### config.mk
export PLATFORM = sky130hd
export DESIGN_NAME = rms_mul
export DESIGN_NICKNAME = d
export VERILOG_FILES = /design/src/hdl/rms_pkg.sv /design/src/hdl/rms_mul.sv
export SDC_FILE = /design/constraint.sdc
export NUM_CORES = 2
export LEC_CHECK = 0
export BUFFER_PORTS_ARGS = -buffer_cell sky130_fd_sc_hd__buf_4
export CORE_MARGIN = 3
export CORE_UTILIZATION = 67
export CTS_BUF_LIST = sky130_fd_sc_hd__clkbuf_4 sky130_fd_sc_hd__clkbuf_8
export DETAILED_ROUTE_END_ITERATION = 7
export GPL_TIMING_DRIVEN = 1
export PLACE_DENSITY = 0.85
export SLEW_MARGIN = 10
export SYNTH_ARGS = -nofsm -noshare
export SYNTH_HDL_FRONTEND = slang
export SYNTH_SLANG_ARGS = --single-unit
### constraint.sdc
create_clock -name aclk -period 11.85 [get_ports aclk]
set_clock_uncertainty 0.2 [all_clocks]
set_input_delay 0.5925 -clock aclk [delete_from_list [all_inputs] [get_ports aclk]]
set_output_delay 0.5925 -clock aclk [all_outputs]
set_load 0.03 [all_outputs]
### src/hdl/rms_pkg.sv
`default_nettype none

package rms_pkg;

    localparam int CHANNELS_DEF   = 8;
    localparam int WINDOW_MAX_DEF = 64;
    localparam int SAMPLE_W       = 24;
    localparam int CH_IN_W        = 3;
    localparam int WL_W           = 7;
    localparam int WL_RESET       = 15;
    localparam int MUL_W          = 32;
    localparam int STEP_W         = 8;

    typedef enum logic [3:0] {
        ST_IDLE,
        ST_SQ_NEW,
        ST_SQ_OLD,
        ST_UPDATE,
        ST_NS2_LO,
        ST_NS2_HI,
        ST_S1_SQ,
        ST_DEN,
        ST_MEAN_GO,
        ST_MEAN,
        ST_VAR_GO,
        ST_VAR,
        ST_ROOT_GO,
        ST_ROOT,
        ST_OUT
    } state_t;

    typedef enum logic [2:0] {
        MUL_NONE,
        MUL_SQ_NEW,
        MUL_SQ_OLD,
        MUL_NS2_LO,
        MUL_NS2_HI,
        MUL_S1_SQ,
        MUL_DEN
    } mul_sel_t;

    typedef enum logic {
        ITER_DIV,
        ITER_SQRT
    } iter_mode_t;

    typedef struct packed {
        logic                start;
        iter_mode_t          mode;
        logic [STEP_W-1:0]   steps;
    } iter_cmd_t;

endpackage

`default_nettype wire

### src/hdl/rms_mul.sv
`default_nettype none

module rms_mul (
    input  wire logic                          aclk,
    input  wire logic [rms_pkg::MUL_W-1:0]     a,
    input  wire logic [rms_pkg::MUL_W-1:0]     b,
    output logic      [2*rms_pkg::MUL_W-1:0]   p
);

    logic [2*rms_pkg::MUL_W-1:0] p_reg;

    always_ff @(posedge aclk) begin
        p_reg <= a * b;
    end

    assign p = p_reg;

endmodule

`default_nettype wire

# --- After elaboration in Yosys (flattened, before gate mapping) ---
# Index checks and enable logic that the tools add are counted.
totals:
  register_bits: 64
  in_bits: 65
  output_inout_bits: 64
  elab_cells: 2
op_classes:
  multipliers: 1
op_table:
  columns: ["cell", "count"]
  rows:
  - ["32-bit by 32-bit multiplier with 64-bit output", 1]

# --- Depth between registers and ports, before layout ---
depth:
  word_depth: 1
  ltp_mapped: 29
  ltp_nobuf: 27

# --- Worst setup path before layout ---
# Ideal clock, no wire load.
synth_timing:
  path_type: "input port to flip-flop"
  start: "in a[25] (netlist bit)"
  end: "reg p_reg (netlist bit p[62])"
  arrival_time_ns: 7.274
  t_required_ns: 11.578
  path_slack_ns: 4.305
  cell_stages: 25
  n_path_buf: 2
  cell_sequence: "clkbuf_1 -> nand2_1 -> fa_1 -> inv_1 -> fa_1 -> inv_1 -> fa_1 -> inv_1 -> fa_1 -> fa_1 -> fa_1 -> fa_1 -> inv_1 -> fa_1 -> inv_1 -> ha_1 -> buf_2 -> nand4_1 -> or4_1 -> or3_1 -> a31oi_1 -> a31o_2 -> a211oi_1 -> o21ai_1 -> xor2_1"
synth_between:
  elab_chain_len: 1
synth_rtl:
  columns: ["item", "line", "text"]
  rows:
  - ["start: declaration", "rms_mul.sv:5", "input wire logic [rms_pkg::MUL_W-1:0] a,"]
  - ["32-bit by 32-bit multiplier with 64-bit output", "rms_mul.sv:13", "p_reg <= a * b;"]
  - ["end signal: assignment", "rms_mul.sv:13", null]
  - ["end: declaration", "rms_mul.sv:10", "logic [2*rms_pkg::MUL_W-1:0] p_reg;"]
# No other way between the ends.

# --- Worst setup path after layout ---
layout_timing:
  start: "in a[10] (netlist bit)"
  end: "reg p_reg (netlist bit p[62])"
# Same word-level chain as after synthesis.

==> results.py <==
metrics = {
    "status": {
        "status": "complete, no violations",
    },
    "timing": {
        "tns_ns": 0,
        "period_share_pct": 68.09,
        "fmax_ghz": 0.1239,
        "maxSlewViolCount": 0,
        "max_slew_margin_pct": 51.55,
        "setup_viol": 0,
        "setup_ws_ns": 3.782,
        "worst_pin_slew_ns": 0.7219,
        "rsz0062_at_grt": "no",
        "hold_violations": 0,
        "period_minus_slack_ns": 8.068,
    },
    "place": {
        "io_buffer_count": 128,
        "pre_cts_ws_ns": 3.565,
        "routabilityCongestion": 0.9181,
        "place_area_um2": 35640,
        "place_hpwl_mm": 70.30,
    },
    "grt": {
        "antenna_found_initial": 2,
        "grt_pass1_wl_mm": 147.2,
        "first_global_vias": 28780,
        "gr-total-overflow": 0,
        "grt_max_degree": 33,
        "gr-usage-all-layers_pct": 35.00,
    },
    "finish": {
        "fill_cells": 3636,
        "drive_above_1_share_pct": 4.385,
        "largest_register_ffs": 64,
        "syn2layout_area_growth_pct": 3.385,
        "design_area_um2": 35850,
        "post-route-util_pct": 70.73,
        "finalNetCount": 4891,
    },
    "floorplanning": {
        "row_count": 82,
        "io_pins": 129,
        "die-area_um2": 54520,
        "core_um2": 50680,
        "initial_core_util_pct": 68.42,
        "fp.dieH_um": 233.5,
        "die_w_um": 233.5,
    },
    "setup_path": {
        "startpoint": "a[10]",
        "cpMostUsedCell": "fa_1",
        "worstSetupPathType": "in2reg",
        "crit_end": "p[62]$_DFF_P_",
        "critPathTopFamily": "adder cells",
        "worst_path_max_delay_cell": "fa_1",
        "worstPathMaxFanout": 32,
        "crit_buf_inv": 5,
        "endpoint_kind": "register",
        "slowest_delay_ns": 0.57,
        "startpoint_type": "input port",
        "worst_ep_arrival_time_ns": 8.17,
        "path_cells": "buf_4 > and2_1 > fa_1 > inv_1 > fa_1 > inv_1 > fa_1 > inv_1 > fa_1 > inv_1 > fa_1 > fa_1 > fa_1 > fa_1 > ha_1 > nand4_1 > or4_1 > or3_1 > a31oi_1 > a31o_2 > a211oi_1 > o21ai_1 > xor2_1",
        "cp.required_ns": 11.95,
        "path_depth": 23,
    },
    "yosys": {
        "seq_area_frac_synth_pct": 3.695,
        "yosys_warnings": 0,
        "ys_ff_latch": 64,
        "synthesis.nets": 4972,
        "synth.avg_cell_area_um2": 9.252,
        "synth_flop_cell": "dfxtp_1",
        "synthesis.instances": 3748,
        "synth-async-reset-ratio_pct": 0,
        "netlist_area_um2": 34680,
        "yosysUniqueCellTypes": 57,
        "synth_edf_count": 0,
    },
    "detailed_routing": {
        "drc": 0,
        "drtIter0Drc": 1796,
        "viasPerCell": 5.904,
        "postRouteAntennaNets": 0,
        "wire_per_inst_um": 20.68,
        "firstDrtPassIters": 5,
        "num_vias": 25650,
        "routed_wl_mm": 89.84,
    },
    "cts": {
        "post_cts_resized": 0,
        "clockBufferDepth": 2,
        "cts_hold_repair.buffers": 0,
        "htree_levels": 3,
        "cts_sinks": 64,
        "cts_made_buffers": 9,
        "clkTransAtPathRegs_ns": 0.07,
        "tritoncts": "built",
        "root_buffer": "clkbuf_8",
        "post_cts_buffers": 0,
    },
    "hold_path": {
        "hp-class": "in2reg",
    },
    "job": {
        "drv_cap": 0,
    },
}
-- placed cells by master, fill, tap and decap left out, drive strengths merged, types with 2 or more instances in the layout --
| cell | n |
|---|---|
| clkbuf | 9 |
| or4 | 3 |
| nand4 | 23 |
| a221o | 4 |
| o21a | 9 |
| a21oi | 66 |
| clkinvlp | 2 |
| o31ai | 5 |
| o221ai | 3 |
| nand3 | 10 |
| nand2b | 2 |
| and4 | 3 |
| a311oi | 2 |
| nand2 | 480 |
| xor2 | 25 |
| a211oi | 3 |
| a21boi | 3 |
| and3b | 2 |
| ha | 263 |
| a31oi | 12 |
| inv | 867 |
| o211ai | 2 |
| and3 | 14 |
| fa | 896 |
| nor2b | 2 |
| buf | 128 |
| o21ai | 26 |
| o21bai | 11 |
| and2 | 602 |
| clkinv | 2 |
| xnor2 | 35 |
| or2 | 3 |
| or3 | 3 |
| a21o | 40 |
| dfxtp | 64 |
| nor2 | 20 |
| o221a | 2 |
| nor3 | 7 |
| a221oi | 4 |
-- routing by layer --
layer	routed length, um	global-route usage [%]	vias up
li1	-	-	10660
met1	30300	41.34	13130
met2	45090	59.70	1383
met3	7312	5.512	481
met4	7117	22.69	2
met5	13	0	-
-- per-stage QoR --
step           hold WS (ns)  cells
6_report             0.5296   4345
3_3_place_gp         0.8215   4328
4_1_cts              0.5090   4344
5_1_grt              0.5226   4345
2_1_floorplan        0.5198   3748
3_5_place_dp         0.8211   4328
-- area by class of cell --
cell class                      instances  area, um^2  share of cell area [%]
Tap cell                              672       840.8                   2.345
Sequential cell                        64        1281                   3.574
Timing Repair Buffer                  128       960.9                   2.680
Clock buffer                            9       123.9                  0.3455
Clock inverter                          7       78.83                  0.2199
Antenna cell                            1       2.502                0.006980
Multi-Input combinational cell       2599       29310                   81.77
Inverter                              865        3247                   9.057
-- worst min-delay path by stage --
stage,startpoint,end,slack [ns],cells past startpoint
6_report,a[0],p[0]$_DFF_P_,0.53,2
4_1_cts,a[0],p[0]$_DFF_P_,0.51,2
3_3_place_gp,p[26]$_DFF_P_,p[26],0.82,1
2_1_floorplan,b[0],p[0]$_DFF_P_,0.52,1
3_5_place_dp,p[40]$_DFF_P_,p[40],0.82,1
5_1_grt,a[0],p[0]$_DFF_P_,0.52,2
-- logic make-up after synthesis --
family / Yosys count / synth area share (%)
buffers and inverters: 1085 / 11.77
DFF: 64 / 3.695
xor gates and xnor gates: 60 / 1.515
adders and majority gates: 1159 / 61.22
AOI/OAI and AO/OA: 202 / 4.153
and+or+nand+nor: 1177 / 17.62
muxes: 1 / 0.02887
-- cell usage after synthesis (3+ instances only) --
master | count | area share [%]
a21o_1 | 40 | 0.87
or2_2 | 3 | 0.054
dfxtp_1 | 64 | 3.7
nor2_1 | 20 | 0.22
and2_1 | 602 | 11
o31ai_4 | 3 | 0.18
nor3_1 | 7 | 0.10
nand2_1 | 480 | 5.2
o221ai_1 | 3 | 0.076
buf_2 | 6 | 0.087
inv_1 | 865 | 9.4
o21ai_0 | 21 | 0.30
a21oi_2 | 3 | 0.076
fa_1 | 896 | 52
a21oi_1 | 63 | 0.91
o21ai_1 | 5 | 0.072
xor2_1 | 25 | 0.63
xnor2_1 | 35 | 0.88
or4_1 | 3 | 0.065
and3_1 | 14 | 0.25
a221oi_4 | 3 | 0.23
o21a_1 | 9 | 0.19
a31oi_1 | 12 | 0.22
o21bai_1 | 10 | 0.22
clkbuf_1 | 213 | 2.3
a21boi_1 | 3 | 0.065
nand4_1 | 23 | 0.41
a221o_1 | 4 | 0.12
and4_1 | 3 | 0.076
a211oi_1 | 3 | 0.065
ha_1 | 263 | 9.5
or3_1 | 3 | 0.054
nand3_1 | 10 | 0.14
Power is not shown: default switching activity piles up to over one toggle a cycle in this logic, so the estimate is an artifact.
