File: config.mk
export PLATFORM = sky130hd
export DESIGN_NAME = rms_iter
export DESIGN_NICKNAME = d
export VERILOG_FILES = /design/src/hdl/rms_pkg.sv /design/src/hdl/rms_iter.sv
export SDC_FILE = /design/constraint.sdc
export NUM_CORES = 1
export LEC_CHECK = 0
export BUFFER_PORTS_ARGS = -buffer_cell sky130_fd_sc_hd__clkbuf_2
export CORE_UTILIZATION = 47
export DETAILED_ROUTE_END_ITERATION = 6
export PLACE_DENSITY_LB_ADDON = 0.2
export SLEW_MARGIN = 20
export SYNTH_ARGS = -nofsm -noshare
export SYNTH_HDL_FRONTEND = slang
export SYNTH_SLANG_ARGS = --single-unit
File: constraint.sdc
create_clock -name aclk -period 8.4 [get_ports aclk]
set_clock_uncertainty 0.15 [all_clocks]
set_input_delay 0.84 -clock aclk [delete_from_list [all_inputs] [get_ports aclk]]
set_output_delay 0.84 -clock aclk [all_outputs]
set_load 0.01 [all_outputs]
File: src/hdl/rms_pkg.sv
`default_nettype none

package rms_pkg;

    localparam int CHANNELS_DEF   = 8;
    localparam int WINDOW_MAX_DEF = 64;
    localparam int SAMPLE_W       = 24;
    localparam int CH_IN_W        = 3;
    localparam int WL_W           = 7;
    localparam int WL_RESET       = 15;
    localparam int MUL_W          = 32;
    localparam int STEP_W         = 8;

    typedef enum logic [3:0] {
        ST_IDLE,
        ST_SQ_NEW,
        ST_SQ_OLD,
        ST_UPDATE,
        ST_NS2_LO,
        ST_NS2_HI,
        ST_S1_SQ,
        ST_DEN,
        ST_MEAN_GO,
        ST_MEAN,
        ST_VAR_GO,
        ST_VAR,
        ST_ROOT_GO,
        ST_ROOT,
        ST_OUT
    } state_t;

    typedef enum logic [2:0] {
        MUL_NONE,
        MUL_SQ_NEW,
        MUL_SQ_OLD,
        MUL_NS2_LO,
        MUL_NS2_HI,
        MUL_S1_SQ,
        MUL_DEN
    } mul_sel_t;

    typedef enum logic {
        ITER_DIV,
        ITER_SQRT
    } iter_mode_t;

    typedef struct packed {
        logic                start;
        iter_mode_t          mode;
        logic [STEP_W-1:0]   steps;
    } iter_cmd_t;

endpackage

`default_nettype wire

File: src/hdl/rms_iter.sv
`default_nettype none

// Restoring divider and digit-by-digit square root sharing one subtractor.
// One quotient or root bit is produced per cycle, MSB first.
module rms_iter #(
    parameter int XW   = 60,
    parameter int DV_W = 14
) (
    input  wire logic               aclk,
    input  wire logic               aresetn,
    input  wire rms_pkg::iter_cmd_t cmd,
    input  wire logic [XW-1:0]      x,
    input  wire logic [DV_W-1:0]    divisor,
    output logic                    done,
    output logic [XW-1:0]           q,
    output logic [DV_W-1:0]         rem
);

    localparam int R  = XW / 2;
    localparam int RW = (DV_W > R + 1) ? DV_W : R + 1;
    localparam int SW = RW + 2;

    logic [XW-1:0]                x_reg, x_next;
    logic [XW-1:0]                q_reg, q_next;
    logic [RW-1:0]                rem_reg, rem_next;
    logic [DV_W-1:0]              div_reg;
    logic [rms_pkg::STEP_W-1:0]   cnt_reg;
    logic                         busy_reg;
    logic                         done_reg;
    rms_pkg::iter_mode_t          mode_reg;
    logic [SW-1:0]                op_a, op_b, diff;
    logic                         ge;

    always_comb begin
        if (mode_reg == rms_pkg::ITER_DIV) begin
            op_a   = SW'({rem_reg[DV_W-1:0], x_reg[XW-1]});
            op_b   = SW'(div_reg);
            x_next = x_reg << 1;
        end else begin
            op_a   = SW'({rem_reg[R:0], x_reg[XW-1:XW-2]});
            op_b   = SW'({q_reg[R-1:0], 2'b01});
            x_next = x_reg << 2;
        end
        diff     = op_a - op_b;
        ge       = (op_a >= op_b);
        rem_next = ge ? RW'(diff) : RW'(op_a);
        q_next   = {q_reg[XW-2:0], ge};
    end

    always_ff @(posedge aclk) begin
        if (!aresetn) begin
            busy_reg <= 1'b0;
            done_reg <= 1'b0;
        end else begin
            done_reg <= 1'b0;
            if (cmd.start) begin
                busy_reg <= 1'b1;
            end else if (busy_reg && cnt_reg == rms_pkg::STEP_W'(1)) begin
                busy_reg <= 1'b0;
                done_reg <= 1'b1;
            end
        end
    end

    always_ff @(posedge aclk) begin
        if (cmd.start) begin
            x_reg    <= x;
            q_reg    <= '0;
            rem_reg  <= '0;
            div_reg  <= divisor;
            mode_reg <= cmd.mode;
            cnt_reg  <= cmd.steps;
        end else if (busy_reg) begin
            x_reg   <= x_next;
            q_reg   <= q_next;
            rem_reg <= rem_next;
            cnt_reg <= cnt_reg - 1'b1;
        end
    end

    assign done = done_reg;
    assign q    = q_reg;
    assign rem  = rem_reg[DV_W-1:0];

endmodule

`default_nettype wire

# == Word level (Yosys, flattened, before mapping) ==
# Cells that the tools add are included.
# word_totals
regBits,176
latch_bits,0
mem_bits_rw,0
mem_bits_ro,0
in_bits,86
out_inout_bits,75
elab_cells,28
memories,0
# classes
add_sub_neg,2
n_mul,0
n_div,0
order_cmp,1
n_eq_ne,1
shift,0
mux,11
n_bitwise,1
reduce_logical,4
# ops
operator,n
$mux W60,3
$ge A33 B32 Y1,1
$mux W33,1
$mux W32,1
$mux W31,1
$sub A31 B31 Y31,1
$mux W8,2
$eq A8 B1 Y1 const B,1
$sub A8 B1 Y8 const B,1
$reduce_bool A2 Y1,2
$mux W1,3
$reduce_or A2 Y1,1
$logic_and A1 B1 Y1,1
$not A1 Y1,1

# == Longest topological paths before layout ==
# logic_depth
word_depth,4
mapped_depth,18
depth_no_buf,13

# == Worst setup path before layout ==
# No wires, ideal clock.
# synth_timing
kind,register -> register
from,register mode_reg
to,register rem_reg[16]
setup_time_ns,0.128
arrival_time_ns,3.844
t_required_ns,8.122
setup_slack_ns,4.278
stages_incl_launch_ff,18
path_buffers,4
period_less_slack_ns,4.122
cell_sequence,edfxtp_1 > buf_2 > buf_1 > buf_2 > buf_1 > or2_2 > ha_1 > inv_1 > fa_1 > a211oi_1 > o211ai_2 > a31o_1 > a31o_1 > a21o_1 > a21boi_1 > xor2_1 > o21ai_1 > nor3b_1
# synth_between
elab_chain_cells,3
word_cells_on_any_way,5
cone_classes,add/sub (1); order compare (1); mux (3)
# synth_rtl
item,line,text
start: declaration,rms_iter.sv:30,rms_pkg::iter_mode_t mode_reg;
start signal: assignment,rms_iter.sv:71,mode_reg <= cmd.mode;
$mux W33 / $mux W32 (equally long branches),rms_iter.sv:35,if (mode_reg == rms_pkg::ITER_DIV) begin
$sub A31 B31 Y31 / $ge A33 B32 Y1 (equally long branches),"rms_iter.sv:44, rms_iter.sv:45",
$mux W31 (*),rms_iter.sv:46,rem_next = ge ? RW'(diff) : RW'(op_a);
end signal: assignment,rms_iter.sv:76,rem_reg <= rem_next;
end: declaration,rms_iter.sv:25,"logic [RW-1:0] rem_reg, rem_next;"
# Mark *: on every way between the ends. The rest lies on a longest branch, timed or not.
# A chain may end at the register's enable or synchronous reset.

# == Final worst setup path ==
# layout_timing
from,register mode_reg
to,register rem_reg[20]
# Same word-level chain as after synthesis.

==> run summary <==
Outcome -> complete, no violations
Period utilization -> 61.8%
Largest net degree at the start of global routing -> 106
Ys flop type -> dfxtp_1
Met3 wire length -> 802 um
CP peak stage delay -> 0.82 ns
Vias per inst -> 5.35
Io pins -> 161
Post-CTS sizing -> 0
Core Util, Final -> 55.8%
Top cells by count, synth -> 134 x mux2i_1, 112 x nand2_1, 110 x nor2_1, 93 x dfxtp_1, 83 x edfxtp_1
Synthesis Warnings -> 0
CTS sink count -> 176
CTS Hold Bufs -> 0
Seq cells post-synth -> 176
Nets -> 1219
HPWL Detailed -> 14.4 mm
Max Fclk -> 193 MHz
Area leader, netlist -> edfxtp_1
Power Density -> 286 mW/mm^2
Dpl cells -> 1344
Fillers -> 1776
Diode count -> 0
Fin Hold WS -> 0.343 ns
Clock Path Buffers -> 2
Worst vdd ir -> 0.000234 V
Crit path launch type -> flip-flop
Met1 WL -> 10.1 mm
Die area -> 0.0210 sq mm
# Max-Cap Violations -> 0
Minimum clock period -> 5.19 ns
Vias -> 7367
Uppermost layer routed -> met4
Root Driver -> clkbuf_16
Setup TNS -> 0 ns
RSZ-0062 raised after global routing -> no
Async set-reset flop share out of synthesis -> 0%
Number of H-tree levels -> 4
Leakage -> 4.85 nW
Final Hold Vio Count -> 0
Area share of the largest cell type after synthesis -> 26.0%
CP Capture Type -> flip-flop
Worst Tran Pin Value -> 0.993 ns
First DRT Iteration DRCs -> 397
CTS Buf Count -> 17
Most common cell in the synthesized netlist -> mux2i_1
Die H -> 145 um
Core area -> 0.0197 sq mm
Hold WC Path Type -> reg -> reg
Clock Latency Late Sink -> 0.43 ns
Most frequent CP cell -> buf_4
Worst-path clk slew -> 0.07 ns
Crit Path Max Fanout -> 79
RePlAce Congestion -> 0.872
Port Buf Inserts -> 160
Starting Density -> 48.7%
DRT Pass-1 Iters -> 5
Finish-stage setup viols -> 0
Final WL -> 20.8 mm
Crit-path cells -> buf_4, buf_4, mux2i_1, ha_1, nand4_1, nor4_1, a41oi_1, o211ai_1, a31oi_4, nand2b_1, nor2_1, a221o_1
WS Path Type -> reg -> reg
First-pass GRT wire length -> 34.2 mm
Syn_nets -> 1110
CTS tree -> done
Number of flops mapped to enable cells by yosys -> 83
Worst EP required -> 8.57 ns
Cells taking the most area after synthesis -> edfxtp_1 26%, dfxtp_1 19%, mux2i_1 14%, ha_1 4.4%, nand2_1 4.4%
Setup bufs post-CTS -> 0
Met2 WL -> 9.56 mm
Design Area, Final -> 0.0110 sq mm
Row Count -> 51
Crit path arrival time -> 5.36 ns
Initial antenna violation count -> 0
CP max-delay cell -> a31oi_4
Finished Layout Cells -> 1376
Die X -> 145 um
DRC Markers -> 0
Antenna-violating nets left -> 0
Area delta synth->final -> 14.7%
Routed len/inst -> 15.1 um
Syn_area_per_cell -> 9.71 sq um
Total track usage -> 19.9%
Post-synthesis sequential area ratio -> 45.4%
Vias in the first global route -> 6986
Area of the mapped netlist -> 0.00960 sq mm
Yosys cell types -> 63
Synth Instances -> 989
GRT overflow -> 0
Layout cell share with drive strength beyond 1 -> 20.3%
Slew margin rel. -> 33.8%
Area after DPL -> 0.0104 sq mm
Fin. max-slew vios -> 0
==> stage by stage <==
stage          setup WS, ns  power [W]
2_1_floorplan          4.28    0.00216
3_3_place_gp           3.32    0.00238
3_5_place_dp           3.18    0.00239
4_1_cts                3.13    0.00318
5_1_grt                2.83    0.00336
6_report               3.21    0.00315
==> final timing paths <==
| path | start | endpoint | slack (ns) | cells past startpoint |
|---|---|---|---|---|
| max | mode_reg | rem_reg[20] | 3.21 | 12 |
| min | rem_reg[1] | rem_reg[1] | 0.34 | 2 |
| max reg2reg | mode_reg | rem_reg[20] | 3.21 | 12 |
| min reg2reg | rem_reg[1] | rem_reg[1] | 0.34 | 2 |
==> where the power goes <==
part	leakage, nW	internal [W]	switching [W]
combinational	2.96	0.000559	0.000742
clock	0.284	0.000421	0.000352
sequential	1.60	0.00100	0.0000746
total	4.85	0.00198	0.00117
==> per-layer routing <==
metal  vias to the layer above  track usage (%)
met2                       144             32.3
met3                        22             3.90
li1                       3731                -
met1                      3470             26.6
met4                         0             5.96
met5                         -                0
==> cells in the final DEF (no fill, tap or decap), types with 5 or more instances in the layout <==
| cell | synthesis | layout |
|---|---|---|
| a211oi_1 | 13 | 13 |
| a21o_1 | 12 | 12 |
| a21oi_1 | 40 | 40 |
| a31oi_1 | 7 | 7 |
| and2_1 | 20 | 20 |
| buf_4 | 15 | 7 |
| clkbuf_16 | 0 | 19 |
| clkbuf_2 | 1 | 159 |
| dfxtp_1 | 93 | 92 |
| edfxtp_1 | 83 | 83 |
| ha_1 | 34 | 34 |
| inv_1 | 12 | 12 |
| mux2_2 | 14 | 14 |
| mux2i_1 | 134 | 134 |
| nand2_1 | 112 | 112 |
| nand2b_1 | 7 | 7 |
| nand3_1 | 7 | 7 |
| nand4_1 | 8 | 8 |
| nor2_1 | 110 | 110 |
| nor2b_1 | 11 | 11 |
| nor3_1 | 7 | 7 |
| o21ai_0 | 78 | 78 |
| o21ai_1 | 12 | 12 |
| o22ai_1 | 5 | 5 |
| xnor2_1 | 23 | 23 |
| xor2_1 | 11 | 11 |
==> cells by family (layout without fill, tap and decap cells) <==
logic type | count (synthesis) | in the layout | synth area share [%]
simple gates | 298 | 298 | 13.6
compound gates | 209 | 209 | 13.5
flops | 176 | 176 | 45.4
mux | 148 | 148 | 15.6
buf+inv | 89 | 211 | 4.18
fa+ha+maj | 35 | 35 | 4.64
xor+xnor | 34 | 34 | 3.10
==> critical path: cells and delay by family, from the launching register on <==
kind | cells | cell delay (ns)
adder cells (fa/ha/maj) | 1 | 0.34
multiplexers | 1 | 0.32
AO/OA/AOI/OAI | 4 | 1.44
AND/OR/NAND/NOR | 4 | 0.84
flip-flops | 1 | 0.49
buffers and inverters | 2 | 1.46
==> layout make-up <==
cell class | count | area, sq um | area share, %
well taps | 265 | 332 | 3.01
repair buffers | 167 | 860 | 7.81
clock inverters | 12 | 93.8 | 0.852
inverters | 12 | 45.0 | 0.409
flip-flops and latches | 176 | 4360 | 39.6
clock buffers | 20 | 479 | 4.35
multi-input cells | 724 | 4840 | 44.0
Note: power is estimated with default switching activity, not from simulation.
